File: src/sv/lhs_pkg.sv
package lhs_pkg;

	localparam int POINTS_MAX = 64;
	localparam int IDX_W = 6;
	localparam int CNT_W = 7;
	localparam int DIM_W = 10;
	localparam int SEED_W = 31;
	localparam int COORD_W = 16;
	localparam int DIV_W = 38;

	localparam logic [SEED_W-1:0] PM_MOD = 31'h7FFF_FFFF;
	localparam logic [14:0] PM_MULT = 15'd16807;

	localparam logic [1:0] REG_POINT_COUNT = 2'd0;
	localparam logic [1:0] REG_DIM_COUNT = 2'd1;
	localparam logic [1:0] REG_SEED_INIT = 2'd2;

	typedef struct packed {
		logic load;
		logic step;
		logic [SEED_W-1:0] value;
	} prng_ctl_t;

	typedef struct packed {
		logic start;
		logic [DIV_W-1:0] num;
		logic [DIV_W-1:0] den;
	} div_req_t;

	// A seed of zero or of the modulus would lock the generator.
	function automatic logic [SEED_W-1:0] safe_seed(input logic [SEED_W-1:0] s);
		logic [SEED_W-1:0] r;
		r = s;
		if (s == '0 || s == PM_MOD) begin
			r = SEED_W'(1);
		end
		return r;
	endfunction

endpackage

File: src/sv/lhs_prng.sv
module lhs_prng (
	input  logic clk,
	input  logic arst_n,
	input  lhs_pkg::prng_ctl_t ctl,
	output logic [lhs_pkg::SEED_W-1:0] seed
);
	import lhs_pkg::*;

	logic [SEED_W-1:0] seed_q;
	logic [45:0] prod;
	logic [31:0] fold;
	logic [31:0] red;
	logic [SEED_W-1:0] next;

	// Modulo 2^31-1 folds the high bits back onto the low ones.
	always_comb begin
		prod = 46'(seed_q) * 46'(PM_MULT);
		fold = 32'(prod[30:0]) + 32'(prod[45:31]);
		red = (fold >= 32'(PM_MOD)) ? fold - 32'(PM_MOD) : fold;
		next = safe_seed(red[SEED_W-1:0]);
	end

	always_ff @(posedge clk or negedge arst_n) begin
		if (!arst_n) begin
			seed_q <= SEED_W'(1);
		end else if (ctl.load) begin
			seed_q <= safe_seed(ctl.value);
		end else if (ctl.step) begin
			seed_q <= next;
		end
	end

	assign seed = seed_q;
endmodule

File: src/sv/lhs_perm_ram.sv
module lhs_perm_ram (
	input  logic clk,
	input  logic wr_en,
	input  logic [lhs_pkg::IDX_W-1:0] wr_addr,
	input  logic [lhs_pkg::IDX_W-1:0] wr_data,
	input  logic [lhs_pkg::IDX_W-1:0] rd_addr_a,
	input  logic [lhs_pkg::IDX_W-1:0] rd_addr_b,
	output logic [lhs_pkg::IDX_W-1:0] rd_data_a,
	output logic [lhs_pkg::IDX_W-1:0] rd_data_b
);
	import lhs_pkg::*;

	logic [IDX_W-1:0] mem_q [POINTS_MAX];

	always_ff @(posedge clk) begin
		if (wr_en) begin
			mem_q[wr_addr] <= wr_data;
		end
		rd_data_a <= mem_q[rd_addr_a];
		rd_data_b <= mem_q[rd_addr_b];
	end
endmodule

File: src/sv/lhs_divider.sv
module lhs_divider (
	input  logic clk,
	input  logic arst_n,
	input  lhs_pkg::div_req_t req,
	output logic done,
	output logic [lhs_pkg::COORD_W-1:0] quot
);
	import lhs_pkg::*;

	logic [DIV_W-1:0] rem_q;
	logic [DIV_W-1:0] den_q;
	logic [COORD_W-1:0] quot_q;
	logic [4:0] cnt_q;
	logic busy_q;
	logic done_q;
	logic [DIV_W:0] dbl;
	logic ge;

	// Restoring division, one quotient bit per cycle; num stays below den.
	always_comb begin
		dbl = {rem_q, 1'b0};
		ge = dbl >= {1'b0, den_q};
	end

	always_ff @(posedge clk or negedge arst_n) begin
		if (!arst_n) begin
			busy_q <= 1'b0;
			done_q <= 1'b0;
			cnt_q <= '0;
		end else begin
			done_q <= 1'b0;
			if (req.start) begin
				busy_q <= 1'b1;
				cnt_q <= '0;
			end else if (busy_q) begin
				cnt_q <= cnt_q + 5'd1;
				if (cnt_q == 5'(COORD_W - 1)) begin
					busy_q <= 1'b0;
					done_q <= 1'b1;
				end
			end
		end
	end

	always_ff @(posedge clk) begin
		if (req.start) begin
			rem_q <= req.num;
			den_q <= req.den;
		end else if (busy_q) begin
			rem_q <= ge ? DIV_W'(dbl - {1'b0, den_q}) : dbl[DIV_W-1:0];
			quot_q <= {quot_q[COORD_W-2:0], ge};
		end
	end

	assign done = done_q;
	assign quot = quot_q;
endmodule

File: src/sv/latin_hypercube_sampler.sv
// Channel  | Handshake                 | Payload
// input    | in_valid, in_stall        | restart
// output   | out_valid, out_stall      | dim_index, point_index, cell_res, fraction_raw,
//          |                           | coordinate, last_point, last_dim
// config   | cfg_valid, cfg_ready      | cfg_index, cfg_data
//
// One request fills the permutation, shuffles it, then emits one beat per point;
// the bit-serial coordinate divider takes up most of that time.
// in_stall is high from acceptance until the last beat of the dimension is taken.
// Reset loads seed 1, point_count 64, dim_count 1 and clears the dimension counter.
// A stalled output beat holds; the block waits on it before drawing the next point.
module latin_hypercube_sampler (
	input  logic clk,
	input  logic arst_n,
	input  logic in_valid,
	output logic in_stall,
	input  logic restart,
	output logic out_valid,
	input  logic out_stall,
	output logic [9:0] dim_index,
	output logic [5:0] point_index,
	output logic [5:0] cell_res,
	output logic [30:0] fraction_raw,
	output logic [15:0] coordinate,
	output logic last_point,
	output logic last_dim,
	input  logic cfg_valid,
	output logic cfg_ready,
	input  logic [1:0] cfg_index,
	input  logic [30:0] cfg_data
);
	import lhs_pkg::*;

	localparam logic [3:0] ST_IDLE = 4'd0;
	localparam logic [3:0] ST_FILL = 4'd1;
	localparam logic [3:0] ST_DRAW = 4'd2;
	localparam logic [3:0] ST_OFF = 4'd3;
	localparam logic [3:0] ST_SWA = 4'd4;
	localparam logic [3:0] ST_SWB = 4'd5;
	localparam logic [3:0] ST_DRAW2 = 4'd6;
	localparam logic [3:0] ST_PREP = 4'd7;
	localparam logic [3:0] ST_DIV = 4'd8;
	localparam logic [3:0] ST_OUT = 4'd9;

	logic [3:0] state_q;
	logic [CNT_W-1:0] point_count_q;
	logic [10:0] dim_count_q;
	logic [SEED_W-1:0] seed_init_q;
	logic [DIM_W-1:0] dim_q;
	logic [CNT_W-1:0] n_q;
	logic [IDX_W-1:0] idx_q;
	logic [IDX_W-1:0] swap_q;
	logic [IDX_W-1:0] cell_q;
	logic last_dim_q;
	logic out_valid_q;

	logic [CNT_W-1:0] n_eff;
	logic [10:0] dims_eff;
	logic [DIM_W-1:0] dim_start;
	logic accept;
	logic idx_last;

	prng_ctl_t prng_ctl;
	logic [SEED_W-1:0] seed;
	div_req_t div_req;
	logic div_done;
	logic [COORD_W-1:0] div_quot;

	logic wr_en;
	logic [IDX_W-1:0] wr_addr;
	logic [IDX_W-1:0] wr_data;
	logic [IDX_W-1:0] rd_addr_b;
	logic [IDX_W-1:0] rd_data_a;
	logic [IDX_W-1:0] rd_data_b;

	logic [CNT_W-1:0] span;
	logic [37:0] prod;
	logic [31:0] fold;
	logic [CNT_W-1:0] off;
	logic [CNT_W-1:0] off_max;

	assign accept = in_valid && (state_q == ST_IDLE);
	assign in_stall = (state_q != ST_IDLE);
	assign cfg_ready = 1'b1;
	assign idx_last = ({1'b0, idx_q} == n_q - CNT_W'(1));

	always_comb begin
		n_eff = point_count_q;
		if (point_count_q == '0) begin
			n_eff = CNT_W'(1);
		end else if (point_count_q > CNT_W'(POINTS_MAX)) begin
			n_eff = CNT_W'(POINTS_MAX);
		end
		dims_eff = dim_count_q;
		if (dim_count_q == '0) begin
			dims_eff = 11'd1;
		end else if (dim_count_q > 11'd1024) begin
			dims_eff = 11'd1024;
		end
		dim_start = restart ? '0 : dim_q;
	end

	// Swap offset floor(raw*span/(2^31-1)), folded like the generator's modulo.
	always_comb begin
		span = n_q - CNT_W'(idx_q);
		prod = 38'(seed) * 38'(span);
		fold = 32'(prod[30:0]) + 32'(prod[37:31]);
		off = prod[37:31] + ((fold >= 32'(PM_MOD)) ? CNT_W'(1) : CNT_W'(0));
		off_max = span - CNT_W'(1);
		if (off > off_max) begin
			off = off_max;
		end
		rd_addr_b = idx_q + off[IDX_W-1:0];
	end

	always_comb begin
		prng_ctl.load = accept && restart;
		prng_ctl.value = seed_init_q;
		prng_ctl.step = (state_q == ST_DRAW) || (state_q == ST_DRAW2);
		div_req.start = (state_q == ST_PREP);
		div_req.num = ({rd_data_a, 32'b0} >> 1) - DIV_W'(rd_data_a) + DIV_W'(seed);
		div_req.den = ({n_q, 31'b0}) - DIV_W'(n_q);
		wr_en = 1'b0;
		wr_addr = idx_q;
		wr_data = idx_q;
		case (state_q)
			ST_FILL: begin
				wr_en = 1'b1;
			end
			ST_SWA: begin
				wr_en = 1'b1;
				wr_data = rd_data_b;
			end
			ST_SWB: begin
				wr_en = 1'b1;
				wr_addr = swap_q;
				wr_data = rd_data_a;
			end
			default: begin
				wr_en = 1'b0;
			end
		endcase
	end

	lhs_prng u_prng (
		.clk(clk),
		.arst_n(arst_n),
		.ctl(prng_ctl),
		.seed(seed)
	);

	lhs_perm_ram u_perm (
		.clk(clk),
		.wr_en(wr_en),
		.wr_addr(wr_addr),
		.wr_data(wr_data),
		.rd_addr_a(idx_q),
		.rd_addr_b(rd_addr_b),
		.rd_data_a(rd_data_a),
		.rd_data_b(rd_data_b)
	);

	lhs_divider u_div (
		.clk(clk),
		.arst_n(arst_n),
		.req(div_req),
		.done(div_done),
		.quot(div_quot)
	);

	always_ff @(posedge clk or negedge arst_n) begin
		if (!arst_n) begin
			point_count_q <= CNT_W'(64);
			dim_count_q <= 11'd1;
			seed_init_q <= SEED_W'(1);
		end else if (cfg_valid) begin
			case (cfg_index)
				REG_POINT_COUNT: point_count_q <= cfg_data[CNT_W-1:0];
				REG_DIM_COUNT: dim_count_q <= cfg_data[10:0];
				REG_SEED_INIT: seed_init_q <= cfg_data;
				default: ;
			endcase
		end
	end

	always_ff @(posedge clk or negedge arst_n) begin
		if (!arst_n) begin
			state_q <= ST_IDLE;
			dim_q <= '0;
			idx_q <= '0;
			out_valid_q <= 1'b0;
		end else begin
			case (state_q)
				ST_IDLE: begin
					if (accept) begin
						dim_q <= dim_start;
						idx_q <= '0;
						state_q <= ST_FILL;
					end
				end
				ST_FILL: begin
					if (idx_last) begin
						idx_q <= '0;
						state_q <= ST_DRAW;
					end else begin
						idx_q <= idx_q + IDX_W'(1);
					end
				end
				ST_DRAW: state_q <= ST_OFF;
				ST_OFF: state_q <= ST_SWA;
				ST_SWA: state_q <= ST_SWB;
				ST_SWB: begin
					if (idx_last) begin
						idx_q <= '0;
						state_q <= ST_DRAW2;
					end else begin
						idx_q <= idx_q + IDX_W'(1);
						state_q <= ST_DRAW;
					end
				end
				ST_DRAW2: state_q <= ST_PREP;
				ST_PREP: state_q <= ST_DIV;
				ST_DIV: begin
					if (div_done) begin
						out_valid_q <= 1'b1;
						state_q <= ST_OUT;
					end
				end
				ST_OUT: begin
					if (!out_stall) begin
						out_valid_q <= 1'b0;
						if (idx_last) begin
							dim_q <= last_dim_q ? '0 : dim_q + DIM_W'(1);
							state_q <= ST_IDLE;
						end else begin
							idx_q <= idx_q + IDX_W'(1);
							state_q <= ST_DRAW2;
						end
					end
				end
				default: state_q <= ST_IDLE;
			endcase
		end
	end

	always_ff @(posedge clk) begin
		if (accept) begin
			n_q <= n_eff;
			last_dim_q <= (11'(dim_start) >= dims_eff - 11'd1);
		end
		if (state_q == ST_OFF) begin
			swap_q <= rd_addr_b;
		end
		if (state_q == ST_PREP) begin
			cell_q <= rd_data_a;
		end
	end

	assign out_valid = out_valid_q;
	assign dim_index = dim_q;
	assign point_index = idx_q;
	assign cell_res = cell_q;
	assign fraction_raw = seed;
	assign coordinate = div_quot;
	assign last_point = idx_last;
	assign last_dim = last_dim_q;
endmodule
File: config.mk
export PLATFORM = sky130hd
export DESIGN_NAME = latin_hypercube_sampler
export DESIGN_NICKNAME = d
export VERILOG_FILES = /design/src/sv/lhs_pkg.sv /design/src/sv/lhs_prng.sv /design/src/sv/lhs_perm_ram.sv /design/src/sv/lhs_divider.sv /design/src/sv/latin_hypercube_sampler.sv
export SDC_FILE = /design/constraint.sdc
export NUM_CORES = 2
export LEC_CHECK = 0
export ABC_AREA = 1
export BUFFER_PORTS_ARGS = -buffer_cell sky130_fd_sc_hd__buf_2
export CAP_MARGIN = 15
export CORE_MARGIN = 5
export CORE_UTILIZATION = 50
export DETAILED_ROUTE_END_ITERATION = 16
export GPL_ROUTABILITY_DRIVEN = 0
export PLACE_DENSITY_LB_ADDON = 0.3
export SYNTH_ARGS = -nofsm -noshare
export SYNTH_HDL_FRONTEND = slang
export SYNTH_SLANG_ARGS = --single-unit
File: constraint.sdc
create_clock -name clk -period 12.5 [get_ports clk]
set_clock_uncertainty 0.05 [all_clocks]
set_input_delay 1.875 -clock clk [delete_from_list [all_inputs] [get_ports clk]]
set_output_delay 1.875 -clock clk [all_outputs]
set_load 0.1 [all_outputs]
== Word-level counts from Yosys, hierarchy flattened ==
Memories as Yosys holds them, arrays and structs flattened. A register that Yosys moved wholly into a read port is not among the register bits.
Cells that the tools add are included.
Widths: inputs -> output; s select.
Word-level totals
  word-level logic and storage cells: 142
  output and inout bits: 74
  flip-flop bits (word level): 220
  bits in writable memories: 384
  memories: 1
  input bits: 39
Memory list
  u_perm.mem_q: depth 64, bits a word 6, rd ports 2, clocked after memory_dff 2, write ports 1, line lhs_perm_ram.sv:13  | logic [IDX_W-1:0] mem_q [POINTS_MAX];
Cells by class
  multipliers: 2
  reductions and logical operators: 28
  $add $sub $neg: 16
  muxes and demuxes: 47
  bitwise logic cells: 1
  $lt $le $gt $ge: 7
  equal/unequal tests: 21
Operator list (count)
  $mux 31: 5
  $mux 38: 3
  $ge 32x31->1 const B: 2
  $eq 31x31->1 const B: 2
  $logic_not 31->1: 2
  $mux 10: 5
  $mul 31x15->46 const B: 1
  $pmux 4 s10: 1
  $ge 39x38->1: 1
  $add 38x31->38: 1
  $mul 31x7->38: 1
  $sub 37x6->38: 1
  $sub 38x38->38: 1
  $sub 38x7->38: 1
  $mux 6: 6
  $add 31x15->32: 1
  $add 31x7->32: 1
  $sub 31x31->31 const B: 1
  $mux 11: 2
  $pmux 10 s2: 1
  $pmux 6 s3: 1
  $eq 4x3->1 const B: 4
  $mux 4: 4
  $sub 7x1->7 const B: 2
  41 further kinds: 72

== Depth between registers and ports, before layout ==
  depth in word-level cells: 9
  mapped depth: 82
  gate-level depth less buffers: 79

== Hierarchy ==
Synthesis repeated with hierarchy kept, for this count alone.
Second synthesis, totals
  cells, all modules: 7194
  area total of the unflattened synthesis: 54486.0 µm²
By module, submodules not included
  lhs_perm_ram: cells each 2278, area each 19914.1 µm², instances 1
  latin_hypercube_sampler: cells each 2188, area each 15064.4 µm², instances 1
  lhs_prng: cells each 1745, area each 12324.3 µm², instances 1
  lhs_divider: cells each 983, area each 7183.1 µm², instances 1

== Worst setup path after synthesis ==
OpenSTA, ideal clock, no wires.
  path kind: register to register
  start: reg idx_q[1], in the netlist point_index[1]
  end: reg u_perm.rd_data_b[0] in the netlist's numbering (read register of u_perm.mem_q)
  stages on the path, launching flop included: 77
  path slack: -0.286 ns
  clock period less this slack: 12.786 ns
  data arrival time: 12.678 ns
  buffers on the path: 6
  path through: dfrtp_1 -> clkbuf_1 -> clkinv_1 -> clkbuf_1 -> fa_1 -> a21oi_1 -> o21ai_0 -> nand2_1 -> nand2_1 -> a21oi_1 -> nand2_1 -> nand2_1 -> clkbuf_1 -> nor2_1 -> fa_1 -> inv_1 -> fa_1 -> inv_1 -> [... 41 more ...] -> nand2_1 -> o211ai_1 -> nand2_1 -> clkbuf_1 -> o21ai_0 -> ha_1 -> inv_1 -> fa_1 -> inv_1 -> clkbuf_1 -> clkbuf_1 -> o21ai_0 -> o22ai_1 -> nand2_1 -> a31oi_1 -> a32o_1 -> nand2_1 -> nand2_1
On the way
  longest elaborated chain between the ends: 9
Ends and longest elaborated chain
  start, declared: line latin_hypercube_sampler.sv:51  | logic [IDX_W-1:0] idx_q;
  start signal, assigned: line latin_hypercube_sampler.sv:206  | idx_q <= idx_q + IDX_W'(1);
  start signal, assigned: line latin_hypercube_sampler.sv:217  | idx_q <= idx_q + IDX_W'(1);
  start signal, assigned: line latin_hypercube_sampler.sv:236  | idx_q <= idx_q + IDX_W'(1);
  $sub 7x6->7: line latin_hypercube_sampler.sv:105  | span = n_q - CNT_W'(idx_q);
  $mul 31x7->38: line latin_hypercube_sampler.sv:106  | prod = 38'(seed) * 38'(span);
  $add 31x7->32: line latin_hypercube_sampler.sv:107  | fold = 32'(prod[30:0]) + 32'(prod[37:31]);
  $ge 32x31->1: line latin_hypercube_sampler.sv:108  | off = prod[37:31] + ((fold >= 32'(PM_MOD)) ? CNT_W'(1) : CNT_W'(0));
  $mux 1: line latin_hypercube_sampler.sv:108
  $add 7x1->7: line latin_hypercube_sampler.sv:108
  $gt 7x7->1: line latin_hypercube_sampler.sv:110  | if (off > off_max) begin
  $mux 6: line latin_hypercube_sampler.sv:110
  $add 6x6->6 *: line latin_hypercube_sampler.sv:113  | rd_addr_b = idx_q + off[IDX_W-1:0];
  end, declared: line lhs_perm_ram.sv:9  | output logic [lhs_pkg::IDX_W-1:0] rd_data_b
Mark *: on every way between the ends. The rest lies on a longest branch, timed or not.
A chain may end at the register's enable or synchronous reset.

== Worst setup path after layout ==
  start: reg n_q[0]
  end: reg u_perm.rd_data_b[0] in the netlist's numbering (read register of u_perm.mem_q)
On the way
  longest elaborated chain between the ends: 9
Ends and longest elaborated chain
  start, declared: line latin_hypercube_sampler.sv:50  | logic [CNT_W-1:0] n_q;
  start signal, assigned: line latin_hypercube_sampler.sv:248  | n_q <= n_eff;
  $sub 7x6->7 *: line latin_hypercube_sampler.sv:105
  $mul 31x7->38: line latin_hypercube_sampler.sv:106
  $add 31x7->32: line latin_hypercube_sampler.sv:107
  $ge 32x31->1: line latin_hypercube_sampler.sv:108
  $mux 1: line latin_hypercube_sampler.sv:108
  $add 7x1->7: line latin_hypercube_sampler.sv:108
  $gt 7x7->1: line latin_hypercube_sampler.sv:110
  $mux 6 *: line latin_hypercube_sampler.sv:110
  $add 6x6->6 *: line latin_hypercube_sampler.sv:113
Marks and branches as above.

==> flow_summary.yaml <==
outcome:
  status: "finished clean"
clocking:
  clkLatencyLatePin_ns: 0.67
  cts_root_buf: "clkbuf_16"
  clock_buffers_created_by_tritoncts: 59
  clock_sinks: 598
  clock_tree_from_tritoncts: "yes"
  clk_pin_slew_ns: 0.08
  h-tree-depth: 2
  cts-root-to-sink-buffers: 3
min_path:
  worst_hold_path_type: "flip-flop to flip-flop"
  timing.hold.worst_endpoint: "u_div.quot[8]"
  hold_depth: 0
  hold_path_startpoint: "u_div.quot[7]"
grt:
  first_global_vias: 44153
  maximum_number_of_pins_on_one_net_before_global_route_repair: 157
  antenna_found_initial: 1
  grt_pass1_wl_mm: 252.9
  global_route.overflow_total: 0
  grt_util_all_layers_pct: 29.99
placed_design:
  detailed_place_hpwl_mm: 120.0
  i_o_buffers: 111
  placed_area_sq_um: 53400
  place_inst: 7665
synthesis:
  synth-async-reset-ratio_pct: 18.06
  synth_seq_cells: 598
  yosys.cell_types.count: 65
  dominantRegCellSynth: "edfxtp_1"
  mappedNetlistNets: 6978
  number_of_synthesis_warnings: 0
  cell_type_contributing_the_most_total_cell_area_after_synthesis: "edfxtp_1"
  synth_edf_count: 478
  synth_area_per_cell_sq_um: 8.047
  syn-cell-area_sq_um: 50560
  netlist_instances: 6284
  synth_top_area_share_pct: 28.39
  synth_top_cells_by_area: "edfxtp_1, fa_1, ha_1, nand2_1, nor2_1"
  synth-seq-area-share_pct: 34.22
setup_path:
  critical_path.reg2reg.startpoint: "n_q[0]"
  cp_common_cell: "nand2_1"
  cp_max_fo: 12
  r2r_end: "u_perm.rd_data_b[0]"
  reg2reg_setup_slack_ns: 0.53
  setup.worst_path.class: "flip-flop to flip-flop"
  cpLargestDelayFamily: "adder cells"
  critical-path-slowest-cell: "fa_1"
  worst_path_largest_cell_delay_ns: 0.55
  worstPathArrival_ns: 12.53
  startpoint_type: "flip-flop"
  crit_path_end_kind: "flip-flop"
  r2r_cells: 75
  worstPathRequired_ns: 13.06
  cp_num_buf_inv: 16
drt:
  vias: 46398
  post_drt_wl_per_cell_um: 21.66
  drcViolationCount: 0
  final_antenna_net_count: 0
  total_wirelength_of_the_detailed_routed_design_mm: 168.9
  post_drt_via_cell_ratio: 5.948
  first_iter_violations: 6283
  detail_route.first_pass.iterations: 8
final_layout:
  final_cells: 7801
  flow.area_growth_from_synthesis_pct: 11.59
  final_core_density_pct: 56.26
  drive_above_1_share_pct: 9.578
  finish.instance_area_sq_um: 56420
  finalNetCount: 7085
  final.fill_count: 8958
sta:
  final-setup-viol-count: 0
  maxClockFrequency_mhz: 83.57
  fin_tns_setup_ns: 0
  worst_slew_pin_slew_ns: 1.152
  timing.max_slew.rel_slack_pct: 22.95
  hold_violations: 0
  fin_crit_sh_pct: 95.73
  max_slew_vio_count: 0
  period_minus_slack_ns: 11.97
floorplanning:
  placement_rows: 116
  starting_utilization_of_the_core_area_pct: 50.42
  die-area_sq_um: 107600
  die_height_um: 328.0
  ios: 113
  core_area_sq_um: 100300
  die_width_um: 328.0
job:
  drv.max_cap_violation_count: 0
worst max path at each step:
stage / slack (ns) / end / cells after the start / startpoint
finish: 0.53 / u_perm.rd_data_b[0] / 75 / n_q[0]
global route: -0.08 / u_perm.rd_data_b[0] / 73 / n_q[0]
CTS: 0.007 / u_perm.rd_data_b[2] / 75 / point_index[0]
detailed placement: -0.38 / u_perm.rd_data_b[2] / 73 / n_q[0]
global placement: -0.09 / u_perm.rd_data_b[2] / 74 / point_index[0]
floorplan: 0.04 / u_perm.rd_data_b[0] / 75 / point_index[3]
repair_timing:
| action | 4_1_cts | 5_1_grt |
|---|---|---|
| hold buffers | 0 | 0 |
| gates resized for setup | 13 | 166 |
| setup endpoints to repair | 6 | 11 |
| cloned | 2 | 7 |
| pin swaps | 1 | 67 |
| buffers inserted | 3 | 10 |
sequential cells by signal (all words and copies together), names as in the netlist:
register	cells
u_div.den_q	20
cell_res	6
u_prng.seed	31
point_index	6
dim_index	10
point_count_q	7
u_div.cnt_q	5
u_div.quot	16
u_perm.mem_q	384
dim_count_q	11
n_q	7
u_perm.rd_data_a	6
out_valid	1
u_perm.rd_data_b	6
state_q	4
seed_init_q	31
u_div.busy_q	1
swap_q	6
u_div.rem_q	38
last_dim	1
u_div.done	1
metal layers:
layer  track usage, %  up-vias  wire (um)
met5                0        -          0
met4            16.87        0      11670
met3            6.065      640      17520
met2            48.49     2746      76280
met1            37.79    21863      63470
li1                 -    21149          -
cells in the final DEF (no fill, tap or decap), types with 20 or more instances in the layout:
cell type  synthesis  routed
nand2_1         1106    1082
nor2_1           915     895
inv_1            828     820
o21ai_0          676     660
edfxtp_1         478     478
ha_1             373     352
fa_1             282     280
nand3_1          276     259
o22ai_1          202     202
a21oi_1          211     200
buf_4              4     138
buf_2              4     110
dfrtp_1          104     101
xor2_1            97      93
nand4_1           69      69
clkbuf_16          0      67
nor3_1            53      47
nand2_2           23      45
xnor2_1           41      39
nor2_2            13      32
clkinv_1          23      30
o21bai_1          29      28
nor4_1            30      27
nand3_2            5      22
inv_2             15      21
buf_12             0      20
cell families after synthesis:
group           share of synthesized area (%)
xor+xnor                                2.435
compound gates                          13.67
flops                                   34.22
simple gates                            20.83
fa+ha+maj                               20.39
mux                                    0.1559
other cells                          0.007416
buf+inv                                 8.289
cells in the mapped netlist, types with 97 or more instances:
library cell,n
o22ai_1,202
dfrtp_1,104
xor2_1,97
edfxtp_1,478
nor2_1,915
a21oi_1,211
fa_1,282
inv_1,828
nand3_1,276
ha_1,373
o21ai_0,676
clkbuf_1,220
nand2_1,1106
final cells by class:
class                   count  area, sq um  share of cell area [%]
multi-input cells        4585        29910                   53.01
flip-flops and latches    598        17310                   30.68
inverters                 866         3281                   5.814
repair buffers            281         2278                   4.038
well taps                1357         1698                   3.009
clock buffers              69         1545                   2.739
clock inverters            43        392.9                  0.6963
diodes                      2        5.005                0.008870
per-stage QoR:
stage,worst slack (ns),hold slack [ns]
2_1_floorplan,0.04299,0.3582
3_3_place_gp,-0.09178,0.3725
3_5_place_dp,-0.3758,0.3746
4_1_cts,0.007163,0.3902
5_1_grt,-0.07910,0.4116
6_report,0.5344,0.3829
Power is left out: the tool's default activity adds up to more than one toggle a clock period on the data nets, which glitch-free logic cannot reach.
